File: src/hw/rtl/tws_pkg.sv
// ---------------------------------------------------------------------------
// Timing window statistics package
// Shared types and constants for the timing window statistics block.
// ---------------------------------------------------------------------------
package tws_pkg;

  localparam logic [31:0] MS_Q16_SCALE = 32'd65536000;
  localparam logic [31:0] SAT32        = 32'hFFFF_FFFF;
  localparam logic [31:0] FREQ_RESET   = 32'd1000000000;

  typedef enum logic [3:0] {
    ST_CLEAR,
    ST_IDLE,
    ST_CONV,
    ST_DIV1,
    ST_SCALE,
    ST_WRITE,
    ST_SCAN,
    ST_SCAN_LAST,
    ST_DIV2,
    ST_OUT
  } tws_state_e;

  // Commands from the controller to the datapath.
  typedef struct packed {
    logic clear_wr;
    logic load;
    logic conv_start;
    logic div_start;
    logic div_step;
    logic scale;
    logic sample_wr;
    logic scan_start;
    logic scan_step;
    logic scan_last;
    logic mean_start;
    logic out_load;
  } tws_cmd_t;

  // Status from the datapath to the controller.
  typedef struct packed {
    logic clear_done;
    logic div_done;
    logic scan_done;
  } tws_status_t;

endpackage

File: src/hw/rtl/tws_ctrl.sv
// ---------------------------------------------------------------------------
// Timing window statistics controller
// Sequences conversion, ring update, window scan and mean division.
// ---------------------------------------------------------------------------
module tws_ctrl (
  input  logic                clk_i,
  input  logic                rst_ni,
  input  logic                in_valid_i,
  output logic                in_ready_o,
  input  logic                out_busy_i,
  input  tws_pkg::tws_status_t status_i,
  output tws_pkg::tws_cmd_t   cmd_o
);
  import tws_pkg::*;

  tws_state_e state_q, state_d;

  always_ff @(posedge clk_i or negedge rst_ni) begin
    if (!rst_ni) begin
      state_q <= ST_CLEAR;
    end else begin
      state_q <= state_d;
    end
  end

  always_comb begin
    state_d    = state_q;
    cmd_o      = '0;
    in_ready_o = 1'b0;
    unique case (state_q)
      ST_CLEAR: begin
        cmd_o.clear_wr = 1'b1;
        if (status_i.clear_done) begin
          state_d = ST_IDLE;
        end
      end
      ST_IDLE: begin
        in_ready_o = 1'b1;
        if (in_valid_i) begin
          cmd_o.load = 1'b1;
          state_d    = ST_CONV;
        end
      end
      ST_CONV: begin
        cmd_o.conv_start = 1'b1;
        cmd_o.div_start  = 1'b1;
        state_d          = ST_DIV1;
      end
      ST_DIV1: begin
        cmd_o.div_step = 1'b1;
        if (status_i.div_done) begin
          state_d = ST_SCALE;
        end
      end
      ST_SCALE: begin
        cmd_o.scale = 1'b1;
        state_d     = ST_WRITE;
      end
      ST_WRITE: begin
        cmd_o.sample_wr  = 1'b1;
        cmd_o.scan_start = 1'b1;
        state_d          = ST_SCAN;
      end
      ST_SCAN: begin
        cmd_o.scan_step = 1'b1;
        if (status_i.scan_done) begin
          state_d = ST_SCAN_LAST;
        end
      end
      ST_SCAN_LAST: begin
        cmd_o.scan_last  = 1'b1;
        cmd_o.mean_start = 1'b1;
        state_d          = ST_DIV2;
      end
      ST_DIV2: begin
        cmd_o.div_step = 1'b1;
        if (status_i.div_done) begin
          state_d = ST_OUT;
        end
      end
      ST_OUT: begin
        if (!out_busy_i) begin
          cmd_o.out_load = 1'b1;
          state_d        = ST_IDLE;
        end
      end
      default: state_d = ST_IDLE;
    endcase
  end

endmodule

File: config.mk
export PLATFORM = sky130hd
export DESIGN_NAME = tws_ctrl
export DESIGN_NICKNAME = d
export VERILOG_FILES = /design/src/hw/rtl/tws_pkg.sv /design/src/hw/rtl/tws_ctrl.sv
export SDC_FILE = /design/constraint.sdc
export NUM_CORES = 1
export LEC_CHECK = 0
export ABC_AREA = 0
export BUFFER_PORTS_ARGS = -buffer_cell sky130_fd_sc_hd__buf_2
export CORE_AREA = 2 2 39 41
export DETAILED_ROUTE_END_ITERATION = 6
export DIE_AREA = 0 0 41 43
export GPL_ROUTABILITY_DRIVEN = 0
export GPL_TIMING_DRIVEN = 0
export PLACE_DENSITY_LB_ADDON = 0.05
export SKIP_CTS_REPAIR_TIMING = 1
export SLEW_MARGIN = 20
export SYNTH_ARGS = -nofsm -noshare
export SYNTH_HDL_FRONTEND = slang
export SYNTH_SLANG_ARGS = --single-unit
File: constraint.sdc
create_clock -name clk_i -period 3.4 [get_ports clk_i]
set_clock_uncertainty 0.2 [all_clocks]
set_input_delay 0.34 -clock clk_i [delete_from_list [all_inputs] [get_ports clk_i]]
set_output_delay 0.34 -clock clk_i [all_outputs]
set_load 0.02 [all_outputs]
# Yosys cells after proc, flatten, opt, wreduce, memory -nomap -nowiden
# Index checks and enable logic that the tools add are counted.
[totals] in_bits=7 output_inout_bits=13 word_cells=38 ff_bits=4
[op_classes] n_eq_ne=15 mux=19 n_reduce_logical=3
[op_table] op="$pmux 4 s10" count=1
[op_table] op="$mux 4" count=6
[op_table] op="$eq 4x3->1 const B" count=4
[op_table] op="$ne 2x2->1 const B" count=6
[op_table] op="$mux 1" count=9
[op_table] op="$eq 4x2->1 const B" count=2
[op_table] op="$eq 4x4->1 const B" count=2
[op_table] op="$mux 2" count=3
[op_table] op="$reduce_and 6->1" count=1
[op_table] op="$eq 4x1->1 const B" count=1
[op_table] op="$logic_not 4->1" count=1
[op_table] op="$reduce_or 2->1" count=1

# Depth between registers and ports, before layout
[logic_depth] word_depth=3 mapped_depth=4 ltp_nobuf=3

# Least setup slack after synthesis
# Ideal clock, no wire load.
[synth_path] kind="register to output" from="register state_q[0]" to="output cmd_o[9] in the netlist's numbering" path_buffers=2 arrival_ps=1428 stages_incl_launch_ff=5 t_required_ps=2860 setup_slack_ps=1432 cell_sequence="dfrtp_1 > buf_2 > nand2b_1 > nor3_1 > buf_4"
[synth_rtl] element="start, declared" line_no="tws_ctrl.sv:16" text="tws_state_e state_q, state_d;"
[synth_rtl] element="start signal, assigned" line_no="tws_ctrl.sv:22" text="state_q <= state_d;"
[synth_rtl] element="end, declared" line_no="tws_ctrl.sv:12" text="output tws_pkg::tws_cmd_t cmd_o"

==> flow_summary_export.csv <==
group,metric,value,unit
hold_path,hold_start,"status_i[1]",
power_and_ir_drop,irDropWorstVdd,0.2635,mV
power_and_ir_drop,totalPowerFinal,0.5034,mW
timing,slew_headroom,0.8540,
grt,grt_max_degree,11,
routing,drt_iter0_drc,6,
cts,cts_max_level,1,
place,dp_hpwl,709.8,µm
setup_path,crit_chain,"buf_4, nand2b_1, nor2_1, buf_4, buf_2",
routing,wl_met1,446,µm
logic_synthesis,synth-seq-area-share,0.2797,
timing,slew_viol_final,0,
logic_synthesis,netlist_instances,46,
timing,rsz0062_at_grt,"false",
floorplanning,core,1384,µm²
floorplanning,dieArea,1763,µm²
grt,track_usage,0.1249,
floorplanning,die-height,43,µm
grt,overflow,0,
timing,tns,0,ps
power_and_ir_drop,p_per_area,996.0,nW/µm²
setup_path,arrival,1420,ps
routing,firstDrtPassIters,4,
routing,final_antenna_net_count,0,
cts,clockRootBuffer,"clkbuf_4",
cts,cts.sinks,4,
routing,drc,0,
timing,period_needed,1958,ps
logic_synthesis,synthFlopType,"dfrtp_1",
floorplanning,die_w,41,µm
logic_synthesis,synthTopCellsByArea,"dfrtp_1, buf_4, nor2_1",
final_layout,largest_register_ffs,4,
place,pre_cts_slack,1666,ps
routing,wirelength,961,µm
timing,worstMarginPinSlew,217.0,ps
setup_path,crit_family,"buffers and inverters",
routing,via_count,394,
setup_path,start_kind,"flop",
setup_path,cp.required,2860,ps
cts,cts_tree,"built",
final_layout,area_growth,41.26,%
setup_path,max_stage_delay,370,ps
logic_synthesis,ys.warnings.count,0,
routing,routedWlPerCell,11.31,µm
timing,layout_setup_ws,1442,ps
final_layout,largest_register,"state_q",
logic_synthesis,synth_top_area_share,0.2797,
timing,period_share,0.5758,
hold_path,hold_path_depth,3,
logic_synthesis,ys_types,21,
logic_synthesis,synth_nets,53,
logic_synthesis,ys_top_cells_by_count,"nor2_1, buf_4, dfrtp_1, nand2b_1",
setup_path,cp_num_buf_inv,3,
logic_synthesis,synth-seq-cells,4,
job,drv_cap,0,
hold_path,hold_end,"state_q[2]$_DFFE_PN0P_",
final_layout,finalNetCount,78,
setup_path,rr_worst_depth,4,
final_layout,layout-drive-gt1-share,0.4493,
logic_synthesis,synthArstFlopShare,1.000,
grt,grt_antenna_before_repair,0,
logic_synthesis,synth_edf_count,0,
logic_synthesis,postSynthAreaPerCell,7.779,µm²
logic_synthesis,yosysMostFrequentCell,"nor2_1",
run_status,status,"complete, no violations",
routing,met2WireLength,434,µm
routing,met3_length,80,µm
timing,setup_viol,0,
floorplanning,start_util,0.2586,
floorplanning,pin_count,20,
hold_path,hold_path.class,"in -> reg",
cts,worst_skew_pair.late_latency,230,ps
cts,cts_buffer_depth,2,
floorplanning,placement_rows,14,
final_layout,fin_cells,85,
cts,cts_buffers,3,
timing,timing.hold.ws,212.4,ps
timing,fmax,0.5108,GHz
routing,maxUsedRoutingLayer,"met3",
grt,grt_pass1_vias,333,
setup_path,end_kind,"output pin",
logic_synthesis,synth_top_area_cell,"dfrtp_1",
setup_path,reg2reg_to,"state_q[0]$_DFFE_PN0P_",
timing,final_hold_viol_count,0,
final_layout,antenna_cells,0,
setup_path,critPathMostFrequentCell,"buf_4",
setup_path,ff2ff_setup_slack,2130,ps
place,port_buffers,19,
place,placed_cells,81,
grt,grt_pass1_wl,1462,µm
routing,viasPerCell,4.635,
final_layout,reg_top3,"state_q x4",
setup_path,regToRegStartpoint,"state_q[3]$_DFFE_PN0P_",
setup_path,crit_fanout,10,
cts,clk_pin_slew,40,ps
setup_path,crit_slowest_cell,"dfrtp_1",
setup_path,worstSetupPathType,"reg -> out",
power_and_ir_drop,power.leakage,0.2682,nW
logic_synthesis,synth_area,357.8,µm²
-- metrics by stage --
step / util / cell area, µm²
2_1_floorplan: - / 357.8
3_3_place_gp: 0.3418 / 473.0
3_5_place_dp: 0.3418 / 473.0
4_1_cts: 0.3580 / 495.5
5_1_grt: 0.3653 / 505.5
6_report: 0.3653 / 505.5
-- worst max path at each step --
stage	end	start	slack, ps	cells past startpoint
after global placement	cmd_o[2]	state_q[3]$_DFFE_PN0P_	1660	5
after floorplan	cmd_o[9]	state_q[0]$_DFFE_PN0P_	1430	4
final	cmd_o[2]	state_q[3]$_DFFE_PN0P_	1440	5
after global routing	cmd_o[5]	state_q[3]$_DFFE_PN0P_	1290	5
after detailed placement	cmd_o[2]	state_q[3]$_DFFE_PN0P_	1670	5
after CTS	cmd_o[2]	state_q[3]$_DFFE_PN0P_	1410	5
-- placed cells by master, fill, tap and decap left out --
cell	synthesis	final
nand4b_1	1	1
a211oi_2	1	1
buf_4	5	5
buf_2	2	21
nor4_1	1	1
o311a_1	1	1
a21oi_1	1	1
nand2b_1	4	4
nand2_1	2	2
o21ai_1	2	2
nor2_1	7	7
nand3b_1	1	1
and2_1	1	1
inv_1	2	2
o32ai_1	1	1
nor3_2	1	1
nor3_1	3	3
dfrtp_1	4	4
dlygate4sd3_1	0	1
mux2i_1	1	1
clkbuf_4	0	3
a22oi_1	2	2
nor2b_1	3	3
-- routing by layer --
layer | vias to the layer above | GRT usage
li1 | 203 | -
met1 | 175 | 0.1721
met2 | 16 | 0.1656
met3 | 0 | 0.03141
met4 | 0 | 0.08000
met5 | - | 0
-- layout make-up --
type	instances	area (µm²)
Sequential cell	4	100.1
Buffer	7	47.55
Multi-Input combinational cell	33	202.7
Inverter	2	7.507
Tap cell	16	20.02
Fill cell	153	878.3
Clock buffer	3	22.52
Timing Repair Buffer	20	105.1
-- worst register-to-register path, delay by kind of cell (launching register included) --
kind | cells | cell delay (ps)
flip-flops | 1 | 340
AND/OR/NAND/NOR | 1 | 100
multiplexers | 1 | 220
AO/OA/AOI/OAI | 1 | 120
buffers and inverters | 1 | 180
-- power breakdown --
part / total (mW) / internal, mW / switching (mW) / leakage [nW]
Clock: 0.0584 / 0.0395 / 0.0189 / 0.0138
Combinational: 0.363 / 0.143 / 0.220 / 0.205
Sequential: 0.0820 / 0.0702 / 0.0119 / 0.0493
Total: 0.503 / 0.252 / 0.251 / 0.268
-- cell families (layout without fill, tap and decap cells) --
kind of cell	count (synthesis)	count (layout)	share of synthesized area
simple gates	24	24	0.3672
buf+inv	9	32	0.1539
compound gates	8	8	0.1713
flops	4	4	0.2797
mux	1	1	0.02797
Power figures use the tool's default switching activity.
